<file path="config.mk">
export PLATFORM = sky130hd
export DESIGN_NAME = packet_intrusion_classifier_flat
export DESIGN_NICKNAME = d
export VERILOG_FILES = /design/src/sv/pic_pkg.sv /design/src/sv/pic_if.sv /design/src/sv/pic_front.sv /design/src/sv/pic_queue.sv /design/src/sv/pic_back.sv /design/src/sv/packet_intrusion_classifier.sv /design/src/flat_wrapper.sv
export SDC_FILE = /design/constraint.sdc
export NUM_CORES = 1
export LEC_CHECK = 0
export BUFFER_PORTS_ARGS = -buffer_cell sky130_fd_sc_hd__buf_2
export CORE_UTILIZATION = 30
export CTS_CLUSTER_SIZE = 24
export DETAILED_ROUTE_END_ITERATION = 8
export PLACE_DENSITY = 0.55
export SLEW_MARGIN = 20
export SYNTH_ARGS = -nofsm -noshare
export SYNTH_HDL_FRONTEND = slang
export SYNTH_SLANG_ARGS = --single-unit
</file>
<file path="constraint.sdc">
create_clock -name clk -period 8.7 [get_ports clk]
set_clock_uncertainty 0.05 [all_clocks]
set_input_delay 1.305 -clock clk [delete_from_list [all_inputs] [get_ports clk]]
set_output_delay 1.305 -clock clk [all_outputs]
set_load 0.005 [all_outputs]
</file>
<file path="src/sv/pic_pkg.sv">
// pic_pkg: shared types, constants and the pattern table for the packet
// intrusion classifier. No dependencies.
package pic_pkg;

    // Default sizing, handed to the top level as parameter defaults
    localparam int PATTERN_LEN_DEF = 13;
    localparam int COUNT_WIDTH_DEF = 32;
    localparam int PATTERN_MAX     = 32;

    // Verdict queue between parser and counter stage
    localparam int QUEUE_DEPTH = 2;

    // Configuration port
    localparam int PADDR_W   = 3;
    localparam int REG_IDX_W = 1;
    localparam logic [REG_IDX_W-1:0] REG_INSPECTED_PORT = 1'b0;
    localparam logic [15:0] INSPECTED_PORT_RESET = 16'd80;

    // Header offsets and codes
    localparam logic [15:0] POS_ETYPE_HI   = 16'd12;
    localparam logic [15:0] POS_ETYPE_LO   = 16'd13;
    localparam logic [15:0] POS_IP_IHL     = 16'd14;
    localparam logic [15:0] POS_ARP_OP_HI  = 16'd20;
    localparam logic [15:0] POS_ARP_OP_LO  = 16'd21;
    localparam logic [15:0] POS_IP_PROTO   = 16'd23;
    localparam logic [7:0]  ETH_HDR_BYTES  = 8'd14;
    localparam logic [15:0] TCP_OFS_SPORT_LO = 16'd1;
    localparam logic [15:0] TCP_OFS_DPORT_HI = 16'd2;
    localparam logic [15:0] TCP_OFS_DPORT_LO = 16'd3;
    localparam logic [15:0] TCP_OFS_DOFF   = 16'd12;
    localparam logic [15:0] TCP_OFS_FLAGS  = 16'd13;

    localparam logic [15:0] ETYPE_IPV4     = 16'h0800;
    localparam logic [15:0] ETYPE_ARP      = 16'h0806;
    localparam logic [7:0]  IP_PROTO_TCP   = 8'd6;
    localparam logic [15:0] ARP_OP_REPLY   = 16'd2;
    localparam logic [7:0]  XMAS_FLAG_MASK = 8'h29;   // FIN | PSH | URG
    localparam logic [15:0] POS_MAX        = 16'hFFFF;

    // Blacklisted host string, padded with '*'
    localparam logic [7:0] PATTERN_TABLE [PATTERN_MAX] = '{
        8'h77, 8'h77, 8'h77, 8'h2E, 8'h62, 8'h62, 8'h63, 8'h2E,
        8'h63, 8'h6F, 8'h2E, 8'h75, 8'h6B, 8'h2A, 8'h2A, 8'h2A,
        8'h2A, 8'h2A, 8'h2A, 8'h2A, 8'h2A, 8'h2A, 8'h2A, 8'h2A,
        8'h2A, 8'h2A, 8'h2A, 8'h2A, 8'h2A, 8'h2A, 8'h2A, 8'h2A
    };

    // One frame verdict
    typedef struct packed {
        logic xmas;
        logic arp_reply;
        logic blacklist;
    } verdict_t;

    // Queue status seen by the parser and the counter stage
    typedef struct packed {
        logic full;
        logic empty;
    } queue_stat_t;

endpackage

</file>
<file path="src/sv/pic_if.sv">
// pic_if: valid/ready channel interfaces for frame bytes and verdicts.
// No dependencies.
interface pic_frame_if;
    logic       valid;
    logic       ready;
    logic [7:0] data_byte;
    logic       last_byte;

    modport source (output valid, output data_byte, output last_byte, input ready);
    modport sink   (input valid, input data_byte, input last_byte, output ready);
endinterface

interface pic_verdict_if;
    logic        valid;
    logic        ready;
    logic        xmas_seen;
    logic        arp_reply_seen;
    logic        blacklist_seen;
    logic [31:0] xmas_total;
    logic [31:0] arp_reply_total;
    logic [31:0] blacklist_total;

    modport source (output valid, output xmas_seen, output arp_reply_seen,
                    output blacklist_seen, output xmas_total, output arp_reply_total,
                    output blacklist_total, input ready);
    modport sink   (input valid, input xmas_seen, input arp_reply_seen,
                    input blacklist_seen, input xmas_total, input arp_reply_total,
                    input blacklist_total, output ready);
endinterface

</file>
<file path="src/sv/pic_front.sv">
// pic_front: byte-wise header parser and payload pattern matcher.
// Depends on pic_pkg.
module pic_front #(
    parameter int PATTERN_LEN = pic_pkg::PATTERN_LEN_DEF
) (
    input  logic              clk,
    input  logic              rst_n,
    input  logic              accept,
    input  logic [7:0]        data_byte,
    input  logic              last_byte,
    input  logic [15:0]       inspected_port,
    output logic              push,
    output pic_pkg::verdict_t verdict
);
    import pic_pkg::*;

    logic [15:0] pos_reg, pos_next;
    logic [15:0] etype_reg, etype_next;
    logic [5:0]  ihb_reg, ihb_next;
    logic [7:0]  proto_reg, proto_next;
    logic [15:0] sport_reg, sport_next;
    logic [15:0] dport_reg, dport_next;
    logic [5:0]  thb_reg, thb_next;
    logic [15:0] arp_op_reg, arp_op_next;
    logic        xmas_reg, xmas_next;
    logic        zero_seen_reg, zero_seen_next;
    logic [15:0] zero_pos_reg, zero_pos_next;
    logic        matched_reg, matched_next;
    logic [7:0]  win_reg  [PATTERN_LEN];
    logic [7:0]  win_next [PATTERN_LEN];

    logic [15:0] tcp_start;
    logic [15:0] pstart;
    logic        win_eq;
    logic        search_ok;
    logic        blocked;
    logic        ip_tcp;
    logic        port_hit;

    always_comb
    begin
        etype_next  = etype_reg;
        ihb_next    = ihb_reg;
        proto_next  = proto_reg;
        arp_op_next = arp_op_reg;
        sport_next  = sport_reg;
        dport_next  = dport_reg;
        thb_next    = thb_reg;
        xmas_next   = xmas_reg;

        if (pos_reg == POS_ETYPE_HI)  etype_next[15:8]  = data_byte;
        if (pos_reg == POS_ETYPE_LO)  etype_next[7:0]   = data_byte;
        if (pos_reg == POS_IP_IHL)    ihb_next          = {data_byte[3:0], 2'b00};
        if (pos_reg == POS_ARP_OP_HI) arp_op_next[15:8] = data_byte;
        if (pos_reg == POS_ARP_OP_LO) arp_op_next[7:0]  = data_byte;
        if (pos_reg == POS_IP_PROTO)  proto_next        = data_byte;

        // TCP start follows the IHL, including one taken on this very byte
        tcp_start = {8'd0, ETH_HDR_BYTES} + {10'd0, ihb_next};
        if (pos_reg == tcp_start)                    sport_next[15:8] = data_byte;
        if (pos_reg == tcp_start + TCP_OFS_SPORT_LO) sport_next[7:0]  = data_byte;
        if (pos_reg == tcp_start + TCP_OFS_DPORT_HI) dport_next[15:8] = data_byte;
        if (pos_reg == tcp_start + TCP_OFS_DPORT_LO) dport_next[7:0]  = data_byte;
        if (pos_reg == tcp_start + TCP_OFS_DOFF)     thb_next = {data_byte[7:4], 2'b00};
        if (pos_reg == tcp_start + TCP_OFS_FLAGS)
            xmas_next = (data_byte & XMAS_FLAG_MASK) == XMAS_FLAG_MASK;

        // Window of the latest bytes, newest at the top entry
        for (int i = 0; i < PATTERN_LEN - 1; i++)
            win_next[i] = win_reg[i + 1];
        win_next[PATTERN_LEN - 1] = data_byte;

        zero_seen_next = zero_seen_reg;
        zero_pos_next  = zero_pos_reg;
        if (data_byte == 8'd0)
        begin
            zero_seen_next = 1'b1;
            zero_pos_next  = pos_reg;
        end

        win_eq = 1'b1;
        for (int i = 0; i < PATTERN_LEN; i++)
            if (win_next[i] != PATTERN_TABLE[i]) win_eq = 1'b0;

        pstart    = tcp_start + {10'd0, thb_next};
        // window start (pos + 1 - len) must not precede the payload start
        search_ok = (pos_reg >= tcp_start + TCP_OFS_DOFF) &&
                    ({1'b0, pos_reg} + 17'd1 >= {1'b0, pstart} + 17'(PATTERN_LEN));
        blocked   = zero_seen_next && (zero_pos_next >= pstart);
        matched_next = matched_reg | (search_ok && !blocked && win_eq);

        pos_next = (pos_reg != POS_MAX) ? pos_reg + 16'd1 : pos_reg;

        ip_tcp   = (etype_next == ETYPE_IPV4) && (proto_next == IP_PROTO_TCP);
        port_hit = (sport_next == inspected_port) || (dport_next == inspected_port);
        verdict.xmas      = ip_tcp && xmas_next;
        verdict.arp_reply = (etype_next == ETYPE_ARP) && (arp_op_next == ARP_OP_REPLY);
        verdict.blacklist = ip_tcp && port_hit && matched_next;
    end

    assign push = accept && last_byte;

    always_ff @(posedge clk or negedge rst_n)
    begin
        if (!rst_n)
        begin
            pos_reg       <= '0;
            etype_reg     <= '0;
            ihb_reg       <= '0;
            proto_reg     <= '0;
            sport_reg     <= '0;
            dport_reg     <= '0;
            thb_reg       <= '0;
            arp_op_reg    <= '0;
            xmas_reg      <= 1'b0;
            zero_seen_reg <= 1'b0;
            zero_pos_reg  <= '0;
            matched_reg   <= 1'b0;
        end
        else if (accept)
        begin
            if (last_byte)
            begin
                pos_reg       <= '0;
                etype_reg     <= '0;
                ihb_reg       <= '0;
                proto_reg     <= '0;
                sport_reg     <= '0;
                dport_reg     <= '0;
                thb_reg       <= '0;
                arp_op_reg    <= '0;
                xmas_reg      <= 1'b0;
                zero_seen_reg <= 1'b0;
                zero_pos_reg  <= '0;
                matched_reg   <= 1'b0;
            end
            else
            begin
                pos_reg       <= pos_next;
                etype_reg     <= etype_next;
                ihb_reg       <= ihb_next;
                proto_reg     <= proto_next;
                sport_reg     <= sport_next;
                dport_reg     <= dport_next;
                thb_reg       <= thb_next;
                arp_op_reg    <= arp_op_next;
                xmas_reg      <= xmas_next;
                zero_seen_reg <= zero_seen_next;
                zero_pos_reg  <= zero_pos_next;
                matched_reg   <= matched_next;
            end
        end
    end

    // Window bytes are only compared once a whole window lies inside the frame
    always_ff @(posedge clk)
    begin
        if (accept)
            win_reg <= win_next;
    end

endmodule

</file>
<file path="src/sv/pic_queue.sv">
// pic_queue: short verdict FIFO between parser and counter stage.
// Depends on pic_pkg.
module pic_queue (
    input  logic                 clk,
    input  logic                 rst_n,
    input  logic                 push,
    input  pic_pkg::verdict_t    push_data,
    input  logic                 pop,
    output pic_pkg::verdict_t    head,
    output pic_pkg::queue_stat_t stat
);
    import pic_pkg::*;

    localparam int PTR_W = (QUEUE_DEPTH > 1) ? $clog2(QUEUE_DEPTH) : 1;
    localparam int CNT_W = $clog2(QUEUE_DEPTH + 1);
    localparam logic [PTR_W-1:0] PTR_LAST = PTR_W'(QUEUE_DEPTH - 1);

    verdict_t          slot_reg [QUEUE_DEPTH];
    logic [PTR_W-1:0]  wr_ptr_reg, rd_ptr_reg;
    logic [CNT_W-1:0]  count_reg;

    assign stat.full  = (count_reg == CNT_W'(QUEUE_DEPTH));
    assign stat.empty = (count_reg == '0);
    assign head       = slot_reg[rd_ptr_reg];

    always_ff @(posedge clk or negedge rst_n)
    begin
        if (!rst_n)
        begin
            wr_ptr_reg <= '0;
            rd_ptr_reg <= '0;
            count_reg  <= '0;
        end
        else
        begin
            if (push)
                wr_ptr_reg <= (wr_ptr_reg == PTR_LAST) ? '0 : wr_ptr_reg + 1'b1;
            if (pop)
                rd_ptr_reg <= (rd_ptr_reg == PTR_LAST) ? '0 : rd_ptr_reg + 1'b1;
            if (push && !pop)
                count_reg <= count_reg + 1'b1;
            else if (pop && !push)
                count_reg <= count_reg - 1'b1;
        end
    end

    always_ff @(posedge clk)
    begin
        if (push)
            slot_reg[wr_ptr_reg] <= push_data;
    end

endmodule

</file>
<file path="src/sv/pic_back.sv">
// pic_back: saturating finding counters and the registered verdict output.
// Depends on pic_pkg.
module pic_back #(
    parameter int COUNT_WIDTH = pic_pkg::COUNT_WIDTH_DEF
) (
    input  logic              clk,
    input  logic              rst_n,
    input  logic              head_valid,
    input  pic_pkg::verdict_t head,
    output logic              pop,
    input  logic              out_ready,
    output logic              out_valid,
    output logic              xmas_seen,
    output logic              arp_reply_seen,
    output logic              blacklist_seen,
    output logic [31:0]       xmas_total,
    output logic [31:0]       arp_reply_total,
    output logic [31:0]       blacklist_total
);
    import pic_pkg::*;

    localparam logic [COUNT_WIDTH-1:0] CNT_MAX = '1;

    logic [COUNT_WIDTH-1:0] xmas_cnt_reg, xmas_cnt_next;
    logic [COUNT_WIDTH-1:0] arp_cnt_reg, arp_cnt_next;
    logic [COUNT_WIDTH-1:0] blk_cnt_reg, blk_cnt_next;
    logic                   valid_reg;
    verdict_t               flags_reg;
    logic [63:0]            xmas_ext, arp_ext, blk_ext;

    assign pop = head_valid && (!valid_reg || out_ready);

    always_comb
    begin
        xmas_cnt_next = xmas_cnt_reg;
        arp_cnt_next  = arp_cnt_reg;
        blk_cnt_next  = blk_cnt_reg;
        if (head.xmas && xmas_cnt_reg != CNT_MAX)     xmas_cnt_next = xmas_cnt_reg + 1'b1;
        if (head.arp_reply && arp_cnt_reg != CNT_MAX) arp_cnt_next  = arp_cnt_reg + 1'b1;
        if (head.blacklist && blk_cnt_reg != CNT_MAX) blk_cnt_next  = blk_cnt_reg + 1'b1;
    end

    // Counters are the output payload too: they only move on a pop
    always_ff @(posedge clk or negedge rst_n)
    begin
        if (!rst_n)
        begin
            xmas_cnt_reg <= '0;
            arp_cnt_reg  <= '0;
            blk_cnt_reg  <= '0;
            valid_reg    <= 1'b0;
        end
        else
        begin
            if (pop)
            begin
                xmas_cnt_reg <= xmas_cnt_next;
                arp_cnt_reg  <= arp_cnt_next;
                blk_cnt_reg  <= blk_cnt_next;
                valid_reg    <= 1'b1;
            end
            else if (out_ready)
                valid_reg <= 1'b0;
        end
    end

    always_ff @(posedge clk)
    begin
        if (pop)
            flags_reg <= head;
    end

    assign xmas_ext = 64'(xmas_cnt_reg);
    assign arp_ext  = 64'(arp_cnt_reg);
    assign blk_ext  = 64'(blk_cnt_reg);

    assign out_valid       = valid_reg;
    assign xmas_seen       = flags_reg.xmas;
    assign arp_reply_seen  = flags_reg.arp_reply;
    assign blacklist_seen  = flags_reg.blacklist;
    assign xmas_total      = xmas_ext[31:0];
    assign arp_reply_total = arp_ext[31:0];
    assign blacklist_total = blk_ext[31:0];

endmodule

</file>
<file path="src/sv/packet_intrusion_classifier.sv">
// Packet intrusion classifier: Ethernet/IPv4/TCP/ARP frame inspector.
// Frame bytes enter on "frame" (one byte per request, last_byte closes the
// frame, starting at the destination MAC). One verdict leaves on "verdict"
// per frame, carrying the Xmas-scan, ARP-reply and blacklist flags plus the
// three saturating totals after this frame has been counted.
// Throughput: one byte per cycle, back-to-back frames too, unless the queue is full.
// The parser captures headers and compares the full pattern window in the
// same cycle the byte is accepted, so nothing in it iterates.
// The verdict is written to the verdict queue when the last byte is accepted
// and is loaded into the output register once that register is free.
// Receiver stall: verdicts wait in a two-entry queue; the parser keeps taking
// bytes until the queue is full, then frame.ready drops.
// Reset (rst_n, async, active low): parser state and totals clear,
// inspected_port returns to 80, queue and output empty. No clearing pass.
// Config: APB register 0 (byte address 0) holds inspected_port in bits 15:0;
// write it only while no frame is in flight.
// Depends on pic_pkg, pic_if, pic_front, pic_queue, pic_back.
module packet_intrusion_classifier #(
    parameter int PATTERN_LEN = pic_pkg::PATTERN_LEN_DEF,
    parameter int COUNT_WIDTH = pic_pkg::COUNT_WIDTH_DEF
) (
    input  logic                         clk,
    input  logic                         rst_n,
    input  logic                         psel,
    input  logic                         penable,
    input  logic                         pwrite,
    input  logic [pic_pkg::PADDR_W-1:0]  paddr,
    input  logic [31:0]                  pwdata,
    output logic [31:0]                  prdata,
    output logic                         pready,
    pic_frame_if.sink                    frame,
    pic_verdict_if.source                verdict
);
    import pic_pkg::*;

    logic [15:0]          inspected_port_reg;
    logic [REG_IDX_W-1:0] reg_idx;
    logic                 frame_accept;
    logic                 q_push;
    logic                 q_pop;
    verdict_t             front_verdict;
    verdict_t             q_head;
    queue_stat_t          q_stat;

    // ---- configuration port ----
    assign pready  = 1'b1;
    assign reg_idx = paddr[PADDR_W-1:2];

    always_ff @(posedge clk or negedge rst_n)
    begin
        if (!rst_n)
            inspected_port_reg <= INSPECTED_PORT_RESET;
        else if (psel && penable && pwrite && reg_idx == REG_INSPECTED_PORT)
            inspected_port_reg <= pwdata[15:0];
    end

    always_comb
    begin
        prdata = '0;
        unique case (reg_idx)
            REG_INSPECTED_PORT: prdata = {16'd0, inspected_port_reg};
            default:            prdata = '0;
        endcase
    end

    // ---- front: parse bytes, produce one verdict per frame ----
    // Taking bytes only depends on queue room, not on the output side.
    assign frame.ready  = !q_stat.full;
    assign frame_accept = frame.valid && frame.ready;

    pic_front #(
        .PATTERN_LEN (PATTERN_LEN)
    ) u_front (
        .clk            (clk),
        .rst_n          (rst_n),
        .accept         (frame_accept),
        .data_byte      (frame.data_byte),
        .last_byte      (frame.last_byte),
        .inspected_port (inspected_port_reg),
        .push           (q_push),
        .verdict        (front_verdict)
    );

    // ---- verdict queue: decouples parser from the output handshake ----
    pic_queue u_queue (
        .clk       (clk),
        .rst_n     (rst_n),
        .push      (q_push),
        .push_data (front_verdict),
        .pop       (q_pop),
        .head      (q_head),
        .stat      (q_stat)
    );

    // ---- back: totals and registered output ----
    pic_back #(
        .COUNT_WIDTH (COUNT_WIDTH)
    ) u_back (
        .clk             (clk),
        .rst_n           (rst_n),
        .head_valid      (!q_stat.empty),
        .head            (q_head),
        .pop             (q_pop),
        .out_ready       (verdict.ready),
        .out_valid       (verdict.valid),
        .xmas_seen       (verdict.xmas_seen),
        .arp_reply_seen  (verdict.arp_reply_seen),
        .blacklist_seen  (verdict.blacklist_seen),
        .xmas_total      (verdict.xmas_total),
        .arp_reply_total (verdict.arp_reply_total),
        .blacklist_total (verdict.blacklist_total)
    );

`ifndef SYNTHESIS
    // A frame end never lands on a full queue
    a_no_overflow: assert property (@(posedge clk) disable iff (!rst_n)
        q_push |-> !q_stat.full)
        else $error("verdict pushed into full queue");

    // The counter stage only pops real entries
    a_no_underflow: assert property (@(posedge clk) disable iff (!rst_n)
        q_pop |-> !q_stat.empty)
        else $error("verdict popped from empty queue");

    // A new result is always loaded from the queue
    a_result_from_queue: assert property (@(posedge clk) disable iff (!rst_n)
        $rose(verdict.valid) |-> $past(q_pop))
        else $error("result appeared without a queue pop");

    // A verdict pushed without a pop leaves the queue non-empty
    a_queue_fills: assert property (@(posedge clk) disable iff (!rst_n)
        (q_push && !q_pop) |=> !q_stat.empty)
        else $error("pushed verdict missing from queue");
`endif

endmodule
</file>
<file path="src/flat_wrapper.sv">
// flat-port wrapper written by rule: the top's interface ports become plain ports
module packet_intrusion_classifier_flat import pic_pkg::*;
#(
    parameter int PATTERN_LEN = pic_pkg::PATTERN_LEN_DEF,
    parameter int COUNT_WIDTH = pic_pkg::COUNT_WIDTH_DEF
)
  (clk, rst_n, psel, penable, pwrite, paddr, pwdata, prdata, pready, frame_valid, frame_data_byte, frame_last_byte, frame_ready, verdict_valid, verdict_xmas_seen, verdict_arp_reply_seen, verdict_blacklist_seen, verdict_xmas_total, verdict_arp_reply_total, verdict_blacklist_total, verdict_ready);
  pic_frame_if frame_i ();
  pic_verdict_if verdict_i ();
  input  logic clk;
  input  logic rst_n;
  input  logic psel;
  input  logic penable;
  input  logic pwrite;
  input  logic [pic_pkg::PADDR_W-1:0] paddr;
  input  logic [31:0] pwdata;
  output logic [31:0] prdata;
  output logic pready;
  input wire logic [$bits(frame_i.valid)-1:0] frame_valid;
  input wire logic [$bits(frame_i.data_byte)-1:0] frame_data_byte;
  input wire logic [$bits(frame_i.last_byte)-1:0] frame_last_byte;
  output wire logic [$bits(frame_i.ready)-1:0] frame_ready;
  output wire logic [$bits(verdict_i.valid)-1:0] verdict_valid;
  output wire logic [$bits(verdict_i.xmas_seen)-1:0] verdict_xmas_seen;
  output wire logic [$bits(verdict_i.arp_reply_seen)-1:0] verdict_arp_reply_seen;
  output wire logic [$bits(verdict_i.blacklist_seen)-1:0] verdict_blacklist_seen;
  output wire logic [$bits(verdict_i.xmas_total)-1:0] verdict_xmas_total;
  output wire logic [$bits(verdict_i.arp_reply_total)-1:0] verdict_arp_reply_total;
  output wire logic [$bits(verdict_i.blacklist_total)-1:0] verdict_blacklist_total;
  input wire logic [$bits(verdict_i.ready)-1:0] verdict_ready;
  assign frame_i.valid = frame_valid;
  assign frame_i.data_byte = frame_data_byte;
  assign frame_i.last_byte = frame_last_byte;
  assign frame_ready = frame_i.ready;
  assign verdict_valid = verdict_i.valid;
  assign verdict_xmas_seen = verdict_i.xmas_seen;
  assign verdict_arp_reply_seen = verdict_i.arp_reply_seen;
  assign verdict_blacklist_seen = verdict_i.blacklist_seen;
  assign verdict_xmas_total = verdict_i.xmas_total;
  assign verdict_arp_reply_total = verdict_i.arp_reply_total;
  assign verdict_blacklist_total = verdict_i.blacklist_total;
  assign verdict_i.ready = verdict_ready;
  packet_intrusion_classifier #(.PATTERN_LEN(PATTERN_LEN), .COUNT_WIDTH(COUNT_WIDTH)) u_core (.clk(clk), .rst_n(rst_n), .psel(psel), .penable(penable), .pwrite(pwrite), .paddr(paddr), .pwdata(pwdata), .prdata(prdata), .pready(pready), .frame(frame_i), .verdict(verdict_i));
endmodule
</file>
==> impl_metrics.tcl, run 1 <==
set metrics [dict create \
    cts_buffers 39 \
    switching_share 0.295 \
    die_w_um 244 \
    setup_viol 0 \
    seqPwrFrac 0.456 \
    drc 0 \
    wl_per_cell_um 17.8 \
    first_global_vias 13084 \
    start_util 0.304 \
    crit_path_end_kind "flip-flop" \
    layout.nets 1935 \
    row_count 88 \
    numClockSinks 341 \
    instances_no_fill 2631 \
    ys_warn_count 0 \
    cts_root_buffer "clkbuf_16" \
    max-slew-margin-rel 0.322 \
    synth_seq_area_share 0.516 \
    cts_buffer_depth 3 \
    fin_area_mm2 0.0206 \
    cp-startpoint "u_core.u_front.pos_reg[14]" \
    drt_pass1_iterations 5 \
    grt-ovfl-total 0 \
    worst_hold_slack_ns 0.386 \
    dp_cells 2559 \
    grt_max_degree 115 \
    slew_viol_final 0 \
    cts_tree "built" \
    fmax_ghz 0.122 \
    leakage_nw 8.80 \
    core_mm2 0.0578 \
    worst_slew_pin_slew_ns 0.991 \
    min-delay-start "u_core.u_front.win_next[57]" \
    place.gp.congestion 0.896 \
    syn_area_mm2 0.0176 \
    vias_per_cell 5.12 \
    p_int_mw 3.33 \
    drt-total-wl_um 46900 \
    ios 185 \
    fp.dieH_um 244 \
    ys_ff_latch 341 \
    netlist_instances 1678 \
    clk_latency_ns 0.55 \
    antenna_found_initial 1 \
    track_usage 0.155 \
    hold_viol_final 0 \
    drtAntennaViolNets 0 \
    fin_crit_ns 8.21 \
    synth_cell_types 80 \
    crit_fanout 9 \
    maxCapViolations 0 \
    drt_iter0_markers 842 \
    async_flop_share 0.692 \
    power.switching_mw 1.39 \
    rsz0062_at_grt "false" \
    combinationalPowerShare 0.188 \
    final_cell_mix "dfrtp_1 (234), nand2_1 (194), buf_2 (148), xnor2_1 (121), o21ai_0 (120)" \
    slowest_delay_ns 0.49 \
    drive_gt1_frac 0.169 \
    crit_slowest_cell "or4b_4" \
    grt_pass1_wl_um 74200 \
    dp_slack_ns 0.240 \
    antenna-diode-count 0 \
    power_density_mw_per_mm2 229 \
    final.setup.tns_ns 0 \
    io_buffers 149 \
    pwr-share-clk 0.357 \
    crit_type "reg2reg" \
    hp-class "reg2reg" \
    setup_ws_ns 0.492 \
    synth_edf_count 105 \
    period_share 0.943 \
    crit_arrival_ns 8.54 \
    via_count 13482 \
    dp_hpwl_um 32700 \
    postPlaceCellArea_mm2 0.0193 \
    final_common_cell "dfrtp_1" \
    crit_path_start_kind "flip-flop" \
    status "finished, final reports clean" \
    cp.required_ns 9.03 \
    cts_setup_buffers 0 \
    ir_drop_mv 0.137 \
    area_growth_pct 17.3 \
    path_clk_slew_ns 0.07 \
    largest_reg_flops 96 \
    dieArea_mm2 0.0595 \
    syn_avg_cell_area_um2 10.5 \
    ctsHtreeMaxLevel 2 \
    synth_top_flop_cell "dfrtp_1" \
    worstReg2RegStart "u_core.u_front.pos_reg[14]" \
]
-- final timing paths --
| check | to | slack (ns) | depth (start not counted) |
|---|---|---|---|
| worst max-delay path | u_core.u_queue.slot_reg[1][0] | 0.49 | 36 |
| worst min-delay path | u_core.u_front.win_next[65] | 0.39 | 0 |
| worst max register to register | u_core.u_queue.slot_reg[1][0] | 0.49 | 36 |
| worst min register to register | u_core.u_front.win_next[65] | 0.39 | 0 |
| max in group asynchronous | u_core.u_front.sport_reg[11] | 6.36 | 2 |
| min in group asynchronous | u_core.u_back.xmas_total[5] | 0.77 | 1 |
-- cells by family after synthesis --
family / synth area share
and+or+nand+nor: 0.170
muxes: 0.0242
xor gates and xnor gates: 0.0833
AOI/OAI and AO/OA: 0.131
other: 0.000428
DFF: 0.516
adders and majority gates: 0.0353
buffers and inverters: 0.0401
-- synthesized netlist by cell type, types with 28 or more instances --
cell      instances  area share
a21oi_1          33      0.0094
a22oi_1          83       0.035
clkbuf_1         64       0.014
dfrtp_1         234        0.33
edfxtp_1        105        0.18
ha_1             48       0.034
inv_1            53       0.011
mux2_2           28       0.018
nand2_1         195       0.042
nand3_1          56       0.016
nand4_1          47       0.017
nor2_1           75       0.016
o21ai_0         123       0.035
xnor2_1         121       0.060
xor2_1           46       0.023
-- what timing repair did --
action                                  in CTS  in global routing
hold buffers                                 0                  0
endpoints found under the setup margin       0                  2
resized for setup                            0                  5
hold endpoints to repair                     0                  0
-- power groups by stage --
stage / sequential (mW) / combinational [mW] / clock (mW)
2_1_floorplan: 2.12 / 0.605 / 0
4_1_cts: 2.15 / 0.892 / 1.73
3_5_place_dp: 2.18 / 0.888 / 0
6_report: 2.15 / 0.885 / 1.68
5_1_grt: 2.18 / 0.985 / 1.79
3_3_place_gp: 2.17 / 0.872 / 0
-- cell type report --
class,instances,area [um2]
clock buffers,55,1130
clock inverters,17,196
fillers,5753,37200
inverters,54,205
multi-input cells,1195,7880
flip-flops and latches,341,9060
well taps,765,957
repair buffers,204,1170
-- per-stage QoR --
| stage | utilization | power [mW] |
|---|---|---|
| 2_1_floorplan | - | 2.73 |
| 4_1_cts | 0.356 | 4.78 |
| 5_1_grt | 0.356 | 4.96 |
| 3_3_place_gp | 0.333 | 3.04 |
| 6_report | 0.356 | 4.72 |
| 3_5_place_dp | 0.333 | 3.07 |
-- per-layer routing --
layer / wire length [um] / global-route usage / share of wire / up-vias
met3: 2320 / 0.0234 / 0.050 / 77
met2: 22100 / 0.252 / 0.47 / 380
met4: 1000 / 0.0432 / 0.021 / 0
li1: - / - / - / 6361
met5: 0 / 0 / 0 / -
met1: 21500 / 0.212 / 0.46 / 6664
-- critical path, delay by kind of cell (launching register included) --
kind | cells | cell delay (ns)
AOI/OAI and AO/OA | 12 | 2.25
buffers and inverters | 2 | 0.27
DFF | 1 | 0.48
and+or+nand+nor | 14 | 2.99
adders and majority gates | 4 | 1.18
xor gates and xnor gates | 3 | 0.58
muxes | 1 | 0.23
(Power assumes the default switching activity.)
==> run 2: changes to the inputs <==
- CORE_ASPECT_RATIO: unset -> 1.75
==> run 2 against run 1 <==
Cell count rose by 0.34%. Critical path depth rose by 2. Worst hold slack better by 0.0035 ns. Sequential share of layout area about the same. Count of clock-buffer cells in the layout fell by 6. Die area barely moved. Via count is 1.5% higher. Maximum frequency is 1.9% higher. Cell area about the same. Critical endpoint unchanged. Total power is essentially flat.
==> impl_metrics.tcl, run 2 (synthesized netlist as in run 1, its figures left out) <==
set metrics [dict create \
    status "finished, final reports clean" \
    grt-ovfl-total 0 \
    start_util 0.303 \
    worst_slew_pin_slew_ns 1.21 \
    antenna_found_initial 0 \
    slowest_delay_ns 0.49 \
    drtAntennaViolNets 0 \
    final_cell_mix "dfrtp_1 (234), nand2_1 (194), buf_2 (148), xnor2_1 (121), o21ai_0 (120)" \
    fp.dieH_um 322 \
    track_usage 0.164 \
    cts_buffer_depth 3 \
    crit_arrival_ns 8.35 \
    switching_share 0.303 \
    drt_pass1_iterations 6 \
    grt_max_degree 141 \
    core_mm2 0.0580 \
    power.switching_mw 1.43 \
    rsz0062_at_grt "false" \
    ctsHtreeMaxLevel 2 \
    place.gp.congestion 0.935 \
    dieArea_mm2 0.0596 \
    final_common_cell "dfrtp_1" \
    die_w_um 185 \
    power_density_mw_per_mm2 229 \
    cts_root_buffer "clkbuf_16" \
    crit_type "reg2reg" \
    period_share 0.926 \
    io_buffers 149 \
    seqPwrFrac 0.458 \
    area_growth_pct 17.3 \
    hp-class "reg2reg" \
    p_int_mw 3.29 \
    row_count 117 \
    pwr-share-clk 0.352 \
    postPlaceCellArea_mm2 0.0193 \
    slew_viol_final 0 \
    postCtsHoldBufs 0 \
    leakage_nw 8.80 \
    nFillCells 5869 \
    drt_iter0_markers 694 \
    max-slew-margin-rel 0.185 \
    vias_per_cell 5.18 \
    final.setup.tns_ns 0 \
    crit_path_start_kind "flip-flop" \
    drt-total-wl_um 48900 \
    via_count 13679 \
    antenna-diode-count 0 \
    ios 185 \
    multi_input_area_mm2 0.00788 \
    largest_reg_flops 96 \
    maxCapViolations 0 \
    wl_per_cell_um 18.5 \
    grt_pass1_wl_um 75900 \
    path_clk_slew_ns 0.06 \
    cts_tree "built" \
    layout.nets 1939 \
    fin_area_mm2 0.0206 \
    cts_setup_buffers 0 \
    setup_viol 0 \
    crit_fanout 10 \
    fmax_ghz 0.124 \
    final_util 0.356 \
    dp_hpwl_um 35400 \
    crit_path_end_kind "flip-flop" \
    dp_slack_ns 0.212 \
    fin_crit_ns 8.06 \
    crit_slowest_cell "or4b_4" \
    setup_ws_ns 0.645 \
    seqCellArea_mm2 0.00906 \
    ir_drop_mv 0.173 \
    numClockSinks 341 \
    hold_viol_final 0 \
    first_global_vias 13728 \
    drc 0 \
    combinationalPowerShare 0.190 \
    cts_buffers 37 \
    clk_latency_ns 0.56 \
    cp.required_ns 9.00 \
    drive_gt1_frac 0.171 \
]
-- run 2: worst paths after layout --
| kind | start | end | slack (ns) | depth (start not counted) |
|---|---|---|---|---|
| max | u_core.u_front.pos_reg[15] | u_core.u_queue.slot_reg[1][0] | 0.64 | 38 |
| min | u_core.u_front.win_next[31] | u_core.u_front.win_next[39] | 0.39 | 0 |
| max reg2reg | u_core.u_front.pos_reg[15] | u_core.u_queue.slot_reg[1][0] | 0.64 | 38 |
| min reg2reg | u_core.u_front.win_next[31] | u_core.u_front.win_next[39] | 0.39 | 0 |
| max in group asynchronous | rst_n | u_core.inspected_port_reg[2] | 6.58 | 2 |
| min in group asynchronous | rst_n | u_core.u_back.blacklist_total[9] | 0.69 | 1 |
-- run 2: through the flow --
step | cells | total power [mW] | hold WS [ns]
after floorplan | 1695 | 2.73 | 0.367
after global placement | 2573 | 3.07 | 0.371
after detailed placement | 2573 | 3.09 | 0.375
after CTS | 2640 | 4.78 | 0.393
after global routing | 2640 | 4.96 | 0.407
final | 2640 | 4.72 | 0.389
-- run 2: timing repair --
item | in CTS | in global routing
endpoints found under the hold margin | 0 | 0
endpoints found under the setup margin | 0 | 2
gates resized for setup | 0 | 3
-- run 2: power by group through the flow --
| stage | Combinational, mW | Clock (mW) | Sequential [mW] |
|---|---|---|---|
| 6_report | 0.897 | 1.66 | 2.16 |
| 5_1_grt | 0.997 | 1.77 | 2.19 |
| 4_1_cts | 0.907 | 1.71 | 2.16 |
| 3_5_place_dp | 0.902 | 0 | 2.19 |
| 3_3_place_gp | 0.891 | 0 | 2.18 |
| 2_1_floorplan | 0.605 | 0 | 2.12 |
-- run 2: per-layer routing --
layer	vias up	wire length (um)	global-route usage
met5	-	0	0
met1	6807	18500	0.174
met2	386	26100	0.307
met4	0	2530	0.0951
met3	119	1810	0.0196
li1	6367	-	-
-- run 2: layout make-up --
| class | count | share of cell area |
|---|---|---|
| flip-flops and latches | 341 | 0.440 |
| multi-input cells | 1195 | 0.382 |
| well taps | 773 | 0.0469 |
| clock inverters | 18 | 0.0126 |
| clock buffers | 49 | 0.0491 |
| repair buffers | 210 | 0.0595 |
| inverters | 54 | 0.00996 |
-- run 2: worst max-delay path: cells and delay by family, from the launching register on --
kind	cells	cell delay (ns)
adders and majority gates	4	1.10
AOI/OAI and AO/OA	12	2.21
xor gates and xnor gates	3	0.52
buffers and inverters	4	0.65
and+or+nand+nor	15	2.86
DFF	1	0.47
